### config.mk
export PLATFORM = sky130hd
export DESIGN_NAME = mab_cell
export DESIGN_NICKNAME = d
export VERILOG_FILES = /design/src/design/mab_pkg.sv /design/src/design/mab_cell.sv
export SDC_FILE = /design/constraint.sdc
export NUM_CORES = 1
export LEC_CHECK = 0
export ABC_AREA = 1
export BUFFER_PORTS_ARGS = -buffer_cell sky130_fd_sc_hd__buf_2
export CORE_UTILIZATION = 47
export DETAILED_ROUTE_END_ITERATION = 7
export PLACE_DENSITY = 0.81
export SLEW_MARGIN = 5
export SYNTH_ARGS = -nofsm -noshare
export SYNTH_HDL_FRONTEND = slang
export SYNTH_SLANG_ARGS = --single-unit
### constraint.sdc
create_clock -name clock -period 2.6 [get_ports clock]
set_input_delay 0.26 -clock clock [delete_from_list [all_inputs] [get_ports clock]]
set_output_delay 0.26 -clock clock [all_outputs]
set_load 0.005 [all_outputs]
### src/design/mab_pkg.sv
// ----------------------------------------------------------------------------
// mab_pkg: shared definitions for the max removal bag
// Request and status codes, field widths and the types handed along the row of
// cells.
// ----------------------------------------------------------------------------
`timescale 1ns / 1ps

package mab_pkg;

   localparam int BAG_DEPTH_DEFAULT = 64;

   localparam int VALUE_W    = 32;
   localparam int REQ_W      = 2;
   localparam int STATUS_W   = 2;
   localparam int FOUND_IDX_W = 6;
   localparam int COUNT_OUT_W = 7;
   localparam int CAP_OUT_W   = 8;

   localparam logic [REQ_W-1:0] REQ_ADD    = 2'd0;
   localparam logic [REQ_W-1:0] REQ_REMOVE = 2'd1;
   localparam logic [REQ_W-1:0] REQ_FIND   = 2'd2;

   localparam logic [STATUS_W-1:0] STATUS_OK    = 2'd0;
   localparam logic [STATUS_W-1:0] STATUS_EMPTY = 2'd1;
   localparam logic [STATUS_W-1:0] STATUS_FULL  = 2'd2;

   typedef struct packed {
      logic find_mode;
      logic write_en;
      logic shift_en;
   } cell_ctrl_type;

   typedef struct packed {
      logic                active;
      logic                flag;
      logic [VALUE_W-1:0]  value;
   } token_type;

endpackage

### src/design/mab_cell.sv
// ----------------------------------------------------------------------------
// mab_cell: one storage cell of the bag
// Holds one entry, takes a write of the key or a shift from its upper neighbor, and
// updates the search token that travels down the row one cell per cycle.
// ----------------------------------------------------------------------------
`timescale 1ns / 1ps

module mab_cell #(
   parameter int IDX  = 0,
   parameter int CNTW = 7
) (
   input  logic                          clock,
   input  logic                          reset,
   input  mab_pkg::cell_ctrl_type        ctrl,
   input  logic [CNTW-1:0]               count,
   input  logic [mab_pkg::VALUE_W-1:0]   key,
   input  logic [CNTW-1:0]               shift_idx,
   input  logic [mab_pkg::VALUE_W-1:0]   next_entry,
   input  mab_pkg::token_type            tok_in,
   input  logic [CNTW-1:0]               tok_idx_in,
   output logic [mab_pkg::VALUE_W-1:0]   entry,
   output mab_pkg::token_type            tok_out,
   output logic [CNTW-1:0]               tok_idx_out
);

   localparam logic [CNTW-1:0] MY_IDX   = CNTW'(IDX);
   localparam logic [CNTW-1:0] NEXT_IDX = CNTW'(IDX + 1);

   logic [mab_pkg::VALUE_W-1:0] entry_ff;
   mab_pkg::token_type          tok_ff;
   mab_pkg::token_type          tok_in_c;
   logic [CNTW-1:0]             tok_idx_ff;
   logic [CNTW-1:0]             tok_idx_in_c;
   logic                        occupied;
   logic                        take;

   assign occupied = MY_IDX < count;

   always_comb begin
      if (ctrl.find_mode) begin
         take = occupied && !tok_in.flag && (entry_ff == key);
      end else begin
         take = occupied && (!tok_in.flag || ($signed(entry_ff) > $signed(tok_in.value)));
      end
      tok_in_c     = tok_in;
      tok_idx_in_c = tok_idx_in;
      if (take) begin
         tok_in_c.flag  = 1'b1;
         tok_in_c.value = entry_ff;
         tok_idx_in_c   = MY_IDX;
      end
   end

   always_ff @(posedge clock) begin
      if (ctrl.write_en && (MY_IDX == count)) begin
         entry_ff <= key;
      end else if (ctrl.shift_en && (MY_IDX >= shift_idx) && (NEXT_IDX < count)) begin
         entry_ff <= next_entry;
      end
   end

   always_ff @(posedge clock) begin
      if (reset) begin
         tok_ff.active <= 1'b0;
      end else begin
         tok_ff.active <= tok_in_c.active;
      end
      tok_ff.flag  <= tok_in_c.flag;
      tok_ff.value <= tok_in_c.value;
      tok_idx_ff   <= tok_idx_in_c;
   end

   assign entry       = entry_ff;
   assign tok_out     = tok_ff;
   assign tok_idx_out = tok_idx_ff;

endmodule

==> flow_summary.json, run 1 <==
{
  "dr.pass1.iters": 4,
  "skew_ns": 0.0121,
  "syn_nets": 640,
  "yosysMostFrequentCell": "nand2_1",
  "htreeDepth": 3,
  "cts_hold_buf": 0,
  "synth_common_cells": "130 x nand2_1, 62 x inv_1, 41 x dfxtp_1, 39 x nand3_1, 34 x nor2_1",
  "slowest_delay_ns": 0.46,
  "clock-sinks": 73,
  "core-area_sq_mm": 0.00830,
  "clk_latency_ns": 0.34,
  "r2r_slack_ns": 0.27,
  "synth_top_area_share_pct": 23.7,
  "path_max_fanout": 18,
  "slowest_stage": "edfxtp_1",
  "synthFlopType": "dfxtp_1",
  "max_freq_ghz": 0.429,
  "gr-total-overflow": 0,
  "rows": 33,
  "cts_buffers": 9,
  "min_to": "tok_out[33]$_SDFF_PP0_",
  "io_buffers": 196,
  "fin_crit_ns": 2.33,
  "area_growth_syn_to_layout_pct": 33.8,
  "startpoint_type": "register",
  "dpl.hpwl_mm": 8.63,
  "hold_viol_final": 0,
  "internal_power_w": 0.00203,
  "clk_pin_slew_worst_paths_ns": 0.08,
  "status": "finished clean",
  "num_vias": 3922,
  "first_global_vias": 3711,
  "crit_chain": "ha_2 > nand2_1 > nor2_1 > nand2_1 > nor2_1 > nand2_1 > nand2_1 > nand2_1 > nand3_1 > nand2_1 > nand2_4 > nand2_2 > buf_6 > nand2_1 > nand2_1",
  "ir_worst_vdd_mv": 0.274,
  "sw_frac_of_total_pct": 23.8,
  "postLayoutCoreUtil_pct": 65.3,
  "rr_worst_depth": 15,
  "critPathKind": "reg2reg",
  "num_io_pins": 197,
  "worst_pin_slew_ns": 0.297,
  "drt_wl_total_mm": 10.6,
  "hold_depth": 2,
  "die_w_microns": 94.8,
  "cp.required_ns": 2.82,
  "syn_area_sq_mm": 0.00405,
  "critPathCaptureType": "register",
  "p_leak_nw": 2.93,
  "syn_avg_cell_area_sq_um": 8.37,
  "arrival_ns": 2.56,
  "reg2reg_from": "entry[31]$_DFFE_PP_",
  "synth_area_leaders": "edfxtp_1 24%, dfxtp_1 20%, nand2_1 12%",
  "avgViaCountPerCell": 4.91,
  "yosysWarnings": 0,
  "holdCritPathClass": "in2reg",
  "drive_above_1_share_pct": 36.7,
  "fin_crit_sh_pct": 89.8,
  "drt_iter0_drc": 116,
  "worst_path_most_repeated_cell": "nand2_1",
  "max-cap-violations": 0,
  "instances_no_fill": 798,
  "synthCells": 484,
  "yosysUniqueCellTypes": 26,
  "gp_congestion": 0.838,
  "synth_top_area_cell": "edfxtp_1",
  "cts_setup_buffers": 0,
  "slew_headroom_pct": 80.2,
  "start_util_pct": 48.8,
  "dpl.cell_count": 781,
  "r2r_end": "tok_out[17]$_DFF_P_",
  "combPwrFrac_pct": 15.0,
  "grt_pass1_wl_mm": 16.3,
  "fp.dieH_microns": 94.8,
  "tritoncts": "built",
  "antenna_found_initial": 1,
  "max-clock-path-buffers": 2,
  "synth_edf_count": 32,
  "cts_root_buf": "clkbuf_8",
  "power_switching_w": 0.000635,
  "die_area_sq_mm": 0.00900,
  "grt_usage_pct": 23.8,
  "slew_viol_final": 0,
  "route.detailed.drc": 0,
  "synth_seq_cells": 73,
  "cts.repair.resized": 0,
  "clkPwrFrac_pct": 37.3,
  "ys_seq_area_share_pct": 44.0,
  "grt_max_degree": 27,
  "async_flop_share_pct": 0,
  "hold_path_startpoint": "reset",
  "final_area_sq_mm": 0.00542,
  "powerDensity_mw_per_mm2": 492,
  "finalSetupViolations": 0,
  "dpl_cell_area_sq_mm": 0.00516,
  "antenna_left": 0,
  "seqPwrFrac_pct": 47.7,
  "final_net_count": 843,
  "wl_per_cell_microns": 13.3
}
==> worst max-delay path: cells and delay by family (launching register included) <==
kind                     cells  cell delay (ns)
AND/OR/NAND/NOR             13             1.19
flip-flops                   1             0.46
adder cells (fa/ha/maj)      1             0.41
buffers and inverters        1             0.17
==> placed cells by master, fill, tap and decap left out, types with 2 or more instances in the layout <==
| master | instances |
|---|---|
| nor2_1 | 34 |
| nand2_1 | 129 |
| ha_1 | 31 |
| xor2_1 | 11 |
| nor3_1 | 3 |
| nand4_1 | 8 |
| dfxtp_1 | 41 |
| inv_1 | 62 |
| buf_4 | 8 |
| edfxtp_1 | 32 |
| buf_2 | 196 |
| buf_6 | 2 |
| nor4_1 | 3 |
| mux2_2 | 20 |
| nand3_1 | 39 |
| xnor2_1 | 9 |
| clkbuf_16 | 3 |
| nand2_2 | 2 |
| a21oi_1 | 14 |
| clkbuf_8 | 11 |
| nor3b_1 | 3 |
| o21ai_0 | 14 |
| or2_2 | 7 |
| o21a_1 | 2 |
==> state kept, by name (all words and copies together), names as in the netlist <==
| register | cells |
|---|---|
| tok_idx_out | 7 |
| entry | 32 |
| tok_out | 34 |
==> layer usage <==
| metal | part of all wire, % | up-vias | GRT usage [%] | routed length (microns) |
|---|---|---|---|---|
| li1 | - | 1974 | - | - |
| met3 | 6.8 | 20 | 5.15 | 720 |
| met1 | 41 | 1770 | 26.4 | 4300 |
| met4 | 2.1 | 0 | 10.1 | 226 |
| met2 | 51 | 158 | 43.3 | 5360 |
| met5 | 0 | - | 0 | 0 |
==> worst max-delay path by stage <==
stage	from	cells past startpoint	end
2_1_floorplan	count[2]	6	entry[0]$_DFFE_PP_
3_3_place_gp	entry[31]$_DFFE_PP_	15	tok_out[26]$_DFF_P_
3_5_place_dp	entry[31]$_DFFE_PP_	15	tok_out[21]$_DFF_P_
4_1_cts	entry[31]$_DFFE_PP_	15	tok_out[21]$_DFF_P_
5_1_grt	entry[31]$_DFFE_PP_	14	tok_out[31]$_DFF_P_
6_report	entry[31]$_DFFE_PP_	15	tok_out[17]$_DFF_P_
==> through the flow <==
| stage | worst slack [ns] | TNS (ns) | hold slack [ns] | total power, W |
|---|---|---|---|---|
| 2_1_floorplan | 0.358 | 0 | 0.331 | 0.00149 |
| 3_3_place_gp | 0.227 | 0 | 0.415 | 0.00168 |
| 3_5_place_dp | 0.194 | 0 | 0.418 | 0.00170 |
| 4_1_cts | 0.182 | 0 | 0.0512 | 0.00269 |
| 5_1_grt | -0.00368 | -0.00368 | 0.0432 | 0.00280 |
| 6_report | 0.266 | 0 | 0.0675 | 0.00267 |
==> area by class of cell <==
cell class | count | area (sq um)
Timing Repair Buffer | 206 | 1060
Clock inverter | 1 | 8.76
Fill cell | 711 | 2880
Sequential cell | 73 | 1780
Multi-Input combinational cell | 335 | 1970
Inverter | 62 | 233
Antenna cell | 1 | 2.50
Tap cell | 105 | 131
Clock buffer | 15 | 230
==> power by group through the flow <==
stage          registers (W)  clock network [W]  logic [W]
4_1_cts              0.00127            0.00102   0.000400
2_1_floorplan        0.00130                  0   0.000186
6_report             0.00127           0.000995   0.000400
3_3_place_gp         0.00130                  0   0.000382
5_1_grt              0.00128            0.00107   0.000455
3_5_place_dp         0.00130                  0   0.000397
==> cell families after synthesis <==
| group | count (synthesis) | share of synthesized area, % |
|---|---|---|
| AOI/OAI and AO/OA | 31 | 4.01 |
| xor gates and xnor gates | 20 | 4.32 |
| adders and majority gates | 32 | 9.88 |
| buffers and inverters | 76 | 7.63 |
| DFF | 73 | 44.0 |
| muxes | 20 | 5.56 |
| and+or+nand+nor | 232 | 24.6 |
(Power assumes the default switching activity.)
==> run 2, diff against run 1 <==
--- a/config.mk
+++ b/config.mk
@@ -7,9 +7,11 @@
 export LEC_CHECK = 0
 export ABC_AREA = 1
 export BUFFER_PORTS_ARGS = -buffer_cell sky130_fd_sc_hd__buf_2
-export CORE_UTILIZATION = 47
+export CORE_UTILIZATION = 42
 export DETAILED_ROUTE_END_ITERATION = 7
-export PLACE_DENSITY = 0.81
+export PLACE_DENSITY = 0.77
+export RECOVER_POWER = 100
+export SETUP_SLACK_MARGIN = 0.5
 export SLEW_MARGIN = 5
 export SYNTH_ARGS = -nofsm -noshare
 export SYNTH_HDL_FRONTEND = slang
==> constraint.sdc (replaced) <==
create_clock -name clock -period 2.1 [get_ports clock]
set_input_delay 0.21 -clock clock [delete_from_list [all_inputs] [get_ports clock]]
set_output_delay 0.21 -clock clock [all_outputs]
set_load 0.005 [all_outputs]
==> run 2 against run 1 <==
  * The run now ends with setup timing left
  * Non-clock buffer count up 36
  * First-iteration DRC count up 5.2%
  * Combinational power up 52%
  * Clock-buffer cell count down 4
  * Die area up 12%
  * Highest routed layer unchanged
  * Sequential power up 24%
  * Worst hold slack worse by 0.0019 ns
  * Worst setup slack worse by 0.39 ns
  * Global-route usage down 0.48 points
==> flow_summary.json, run 2 (synthesis results as in run 1) <==
{
  "die_w_microns": 100,
  "core-area_sq_mm": 0.00928,
  "combPwrFrac_pct": 18.6,
  "powerDensity_mw_per_mm2": 544,
  "final_net_count": 879,
  "path_max_fanout": 6,
  "clk_latency_ns": 0.34,
  "hold_path_startpoint": "tok_in[33]",
  "startpoint_type": "register",
  "holdCritPathClass": "in2reg",
  "slew_headroom_pct": 79.7,
  "fin_crit_ns": 2.22,
  "clk_pin_slew_worst_paths_ns": 0.08,
  "avgViaCountPerCell": 4.91,
  "wl_per_cell_microns": 15.1,
  "crit_path_start": "entry[21]$_DFFE_PP_",
  "num_io_pins": 197,
  "critPathKind": "reg2reg",
  "drt_wl_total_mm": 12.9,
  "dr.pass1.iters": 4,
  "critPathCaptureType": "register",
  "clock-sinks": 73,
  "grt_usage_pct": 23.3,
  "cts_buffers": 9,
  "internal_power_w": 0.00239,
  "violations": "setup timing",
  "ir_worst_vdd_mv": 0.396,
  "reg2reg_from": "entry[21]$_DFFE_PP_",
  "fillers": 839,
  "fp.dieH_microns": 100,
  "first_global_vias": 4134,
  "cp.required_ns": 2.33,
  "skew_ns": 0.0119,
  "finalSetupViolations": 40,
  "status": "finished with violations",
  "antenna_left": 0,
  "num_vias": 4204,
  "gr-total-overflow": 0,
  "slew_viol_final": 0,
  "seqPwrFrac_pct": 47.9,
  "rows": 35,
  "grt_max_degree": 34,
  "max-clock-path-buffers": 2,
  "gp_congestion": 0.830,
  "fin_crit_sh_pct": 106,
  "pre_cts_ws_ns": -0.135,
  "hold_depth": 3,
  "dpl_cell_area_sq_mm": 0.00549,
  "max-cap-violations": 0,
  "diodes": 0,
  "multi_input_area_sq_mm": 0.00226,
  "drt_iter0_drc": 122,
  "htreeDepth": 3,
  "io_buffers": 196,
  "arrival_ns": 2.45,
  "cts_root_buf": "clkbuf_8",
  "postLayoutCoreUtil_pct": 65.0,
  "start_util_pct": 43.6,
  "final_area_sq_mm": 0.00603,
  "dpl.hpwl_mm": 9.04,
  "grt_pass1_wl_mm": 18.2,
  "mostFrequentLayoutCells": "176 x buf_2, 99 x nand2_1, 62 x inv_1, 41 x dfxtp_1, 38 x nand3_1",
  "die_area_sq_mm": 0.0100,
  "power_switching_w": 0.000890,
  "rsz0062_at_grt": "yes",
  "largest_reg_flops": 34,
  "p_leak_nw": 3.11,
  "route.detailed.drc": 0,
  "tritoncts": "built",
  "rr_worst_depth": 13,
  "clkPwrFrac_pct": 33.6,
  "layout_commonest_cell": "buf_2",
  "seq_area_sq_mm": 0.00178,
  "sw_frac_of_total_pct": 27.1,
  "setup_ws_ns": -0.125,
  "hold_viol_final": 0,
  "area_growth_syn_to_layout_pct": 48.9,
  "antenna_found_initial": 0,
  "drive_above_1_share_pct": 42.4,
  "worst_pin_slew_ns": 0.301,
  "max_freq_ghz": 0.449
}
-- run 2: cell types whose count changed in the layout (fill, tap and decap cells not counted), moves of 6 or more --
| cell | delta |
|---|---|
| nor2_2 | +9 |
| nand2_1 | -30 |
| nand2_2 | +19 |
| nand2_4 | +9 |
| buf_4 | +16 |
| nor2_1 | -11 |
| ha_4 | +6 |
| buf_2 | -20 |
| clkbuf_1 | +31 |
-- run 2: power groups by stage --
stage	combinational (W)	sequential, W	clock (W)
floorplan	0.000233	0.00161	0
global placement	0.000501	0.00160	0
detailed placement	0.000523	0.00160	0
CTS	0.000532	0.00157	0.00111
global route	0.000671	0.00158	0.00118
finish	0.000609	0.00157	0.00110
-- run 2: per-stage QoR --
| step | TNS, ns | hold slack [ns] | cells | total power (W) |
|---|---|---|---|---|
| floorplan | 0 | 0.281 | 484 | 0.00185 |
| global placement | -1.59 | 0.368 | 833 | 0.00210 |
| detailed placement | -4.04 | 0.369 | 833 | 0.00213 |
| CTS | -0.715 | 0.00243 | 849 | 0.00322 |
| global route | -8.76 | 0.0610 | 857 | 0.00343 |
| finish | -3.75 | 0.0656 | 857 | 0.00328 |
-- run 2: worst paths after layout --
check / endpoint / slack [ns]
worst max register to register: tok_out[3]$_DFF_P_ / -0.12
worst min register to register: tok_out[4]$_DFF_P_ / 0.61
worst max-delay path: tok_out[3]$_DFF_P_ / -0.12
worst min-delay path: tok_out[33]$_SDFF_PP0_ / 0.07
-- run 2: timing repair --
item	in CTS	in global routing
gates resized for setup	7	57
setup buffers	0	2
hold buffers	0	1
pin swaps	5	4
setup endpoints to repair	40	91
hold endpoints to repair	0	1
gates cloned	0	5
-- run 2: layout make-up --
| cell class | instances | area share (%) |
|---|---|---|
| sequential | 73 | 29.5 |
| inverter | 62 | 3.86 |
| multi-input combinational | 335 | 37.5 |
| clock buffer | 11 | 2.70 |
| tap | 129 | 2.68 |
| timing repair buffer | 242 | 23.1 |
| clock inverter | 5 | 0.602 |
-- run 2: layer usage --
layer	global-route usage [%]	part of all wire [%]
met5	0	0
met1	26.0	39
met2	43.7	53
met3	4.04	6.7
met4	9.03	2.1
-- run 2: critical path, cell delays in order, from the launching register on --
cell and delay [ns]:
edfxtp_1 0.47, ha_4 0.30, a21oi_1 0.18, o21a_1 0.13
nand2_1 0.08, a21oi_2 0.17, nand3_1 0.12, nand3_2 0.10
nand2_2 0.06, nand2_4 0.12, nand2_8 0.10, clkbuf_16 0.19
nand2_2 0.06, nand2_1 0.04
==> run 3, diff against run 2 <==
--- a/config.mk
+++ b/config.mk
@@ -7,6 +7,7 @@
 export LEC_CHECK = 0
 export ABC_AREA = 1
 export BUFFER_PORTS_ARGS = -buffer_cell sky130_fd_sc_hd__buf_2
+export CORE_ASPECT_RATIO = 1.1
 export CORE_UTILIZATION = 42
 export DETAILED_ROUTE_END_ITERATION = 7
 export PLACE_DENSITY = 0.77
==> run 3 against run 2 <==
  * The flow still finishes with violations (setup timing)
  * Clock-buffer cell count grew 2
  * Clock skew down 0.0027 ns
  * Combinational power fell by 14%
  * Clock power decreased by 13%
  * Routed wire length shrank 13%
  * Cell count fell by 1.6%
  * Via count shrank 2.8%
  * First-iteration DRC count rose by 45%
  * Critical endpoint is now tok_out[10]$_DFF_P_
  * Largest power group unchanged
==> flow_summary.json, run 3 (synthesis results as in run 1) <==
{
  "status": "finished with violations",
  "violations": "setup timing",
  "htreeDepth": 3,
  "clock-sinks": 73,
  "hold_path_startpoint": "reset",
  "final_net_count": 876,
  "area_growth_syn_to_layout_pct": 40.2,
  "antenna_left": 0,
  "final_area_sq_mm": 0.00568,
  "die_area_sq_mm": 0.0100,
  "rows": 37,
  "drt_iter0_drc": 177,
  "drt_wl_total_mm": 11.2,
  "die_w_microns": 95.6,
  "gr-total-overflow": 0,
  "pre_cts_ws_ns": -0.0926,
  "finalSetupViolations": 2,
  "grt_max_degree": 34,
  "r2r_slack_ns": -0.007,
  "p_leak_nw": 2.92,
  "cp.required_ns": 2.33,
  "cts_root_buf": "clkbuf_8",
  "setup_ws_ns": -0.00674,
  "grt_pass1_wl_mm": 18.1,
  "arrival_ns": 2.34,
  "num_vias": 4086,
  "clk_latency_ns": 0.34,
  "slew_headroom_pct": 66.1,
  "mostFrequentLayoutCells": "173 x buf_2, 118 x nand2_1, 62 x inv_1, 50 x clkbuf_1, 41 x dfxtp_1",
  "tritoncts": "built",
  "multi_input_area_sq_mm": 0.00214,
  "drive_above_1_share_pct": 36.6,
  "dpl.hpwl_mm": 8.89,
  "hold_depth": 2,
  "route.detailed.drc": 0,
  "r2r_end": "tok_out[10]$_DFF_P_",
  "io_buffers": 196,
  "fin_crit_sh_pct": 100,
  "max-cap-violations": 0,
  "gp_congestion": 0.831,
  "hold_viol_final": 0,
  "ir_worst_vdd_mv": 0.351,
  "holdCritPathClass": "in2reg",
  "first_global_vias": 4088,
  "slew_viol_final": 0,
  "antenna_found_initial": 1,
  "fillers": 849,
  "powerDensity_mw_per_mm2": 538,
  "wl_per_cell_microns": 13.3,
  "rr_worst_depth": 15,
  "cts_buffers": 9,
  "fin_crit_ns": 2.11,
  "startpoint_type": "register",
  "max-clock-path-buffers": 2,
  "layout_commonest_cell": "buf_2",
  "start_util_pct": 43.3,
  "dpl_cell_area_sq_mm": 0.00548,
  "seq_area_sq_mm": 0.00178,
  "critPathCaptureType": "register",
  "num_io_pins": 197,
  "critPathKind": "reg2reg",
  "fp.dieH_microns": 105,
  "avgViaCountPerCell": 4.85,
  "skew_ns": 0.00913,
  "rsz0062_at_grt": "yes",
  "worst_pin_slew_ns": 0.507,
  "grt_usage_pct": 23.5,
  "core-area_sq_mm": 0.00935,
  "max_freq_ghz": 0.475,
  "clk_pin_slew_worst_paths_ns": 0.07,
  "reg2reg_from": "entry[21]$_DFFE_PP_",
  "cts_hold_buf": 0,
  "path_max_fanout": 18,
  "min_to": "tok_out[33]$_SDFF_PP0_",
  "dr.pass1.iters": 5,
  "largest_reg_flops": 34
}
-- run 3: routing by layer --
| layer | part of all wire, % | up-vias | track usage [%] |
|---|---|---|---|
| met3 | 6.4 | 26 | 4.37 |
| met5 | 0 | - | 0 |
| met2 | 51 | 167 | 42.4 |
| li1 | - | 2047 | - |
| met1 | 40 | 1846 | 26.4 |
| met4 | 2.1 | 0 | 9.91 |
-- run 3: where the power goes --
part	leakage (nW)	switching, W	internal, W
combinational	2.20	0.000264	0.000261
clock	0.0834	0.000502	0.000459
sequential	0.633	0.0000206	0.00155
total	2.92	0.000787	0.00227
-- run 3: cell type report --
cell class,count,area share [%]
well taps,117,2.58
clock inverters,3,0.308
repair buffers,238,21.4
inverters,62,4.10
diodes,1,0.0441
clock buffers,13,2.62
multi-input cells,336,37.6
flip-flops and latches,73,31.4
-- run 3: stage by stage --
step,TNS [ns],total power [W],utilization [%],hold WS (ns),cells
floorplan,0,0.00185,-,0.281,484
global placement,-1.33,0.00210,58.5,0.374,823
detailed placement,-2.21,0.00212,58.5,0.374,823
CTS,0,0.00310,61.3,0.00261,840
global route,-8.03,0.00323,60.7,0.00525,842
finish,-0.00857,0.00306,60.7,0.0247,843
-- run 3: timing repair --
| item | in CTS | in global routing |
|---|---|---|
| buffers inserted | 0 | 2 |
| gates resized for setup | 18 | 11 |
| cloned | 1 | 0 |
| setup endpoints to repair | 84 | 86 |
| pin swaps | 5 | 3 |
-- run 3: how the worst max path moves through the flow --
stage | slack (ns) | cells past startpoint | startpoint | end
floorplan | 0.08 | 16 | entry[23]$_DFFE_PP_ | tok_out[23]$_DFF_P_
global placement | -0.05 | 15 | entry[23]$_DFFE_PP_ | tok_out[26]$_DFF_P_
detailed placement | -0.09 | 15 | entry[23]$_DFFE_PP_ | tok_out[18]$_DFF_P_
CTS | 0.006 | 15 | entry[21]$_DFFE_PP_ | tok_out[19]$_DFF_P_
global route | -0.23 | 15 | entry[21]$_DFFE_PP_ | tok_out[16]$_DFF_P_
finish | -0.007 | 15 | entry[21]$_DFFE_PP_ | tok_out[10]$_DFF_P_
-- run 3: critical path, stage by stage, from the launching register on --
cell and delay (ns):
edfxtp_1 0.44, ha_4 0.30, nand2_2 0.05, nor2_2 0.11, nand4_1 0.15, nor2_2 0.18, nand2_1 0.08, nand2_1 0.06
nand2_1 0.04, nand3_1 0.06, nand2_1 0.06, nand2_2 0.10, nand2_4 0.08, buf_12 0.16, nand2_1 0.06, nand2_1 0.05
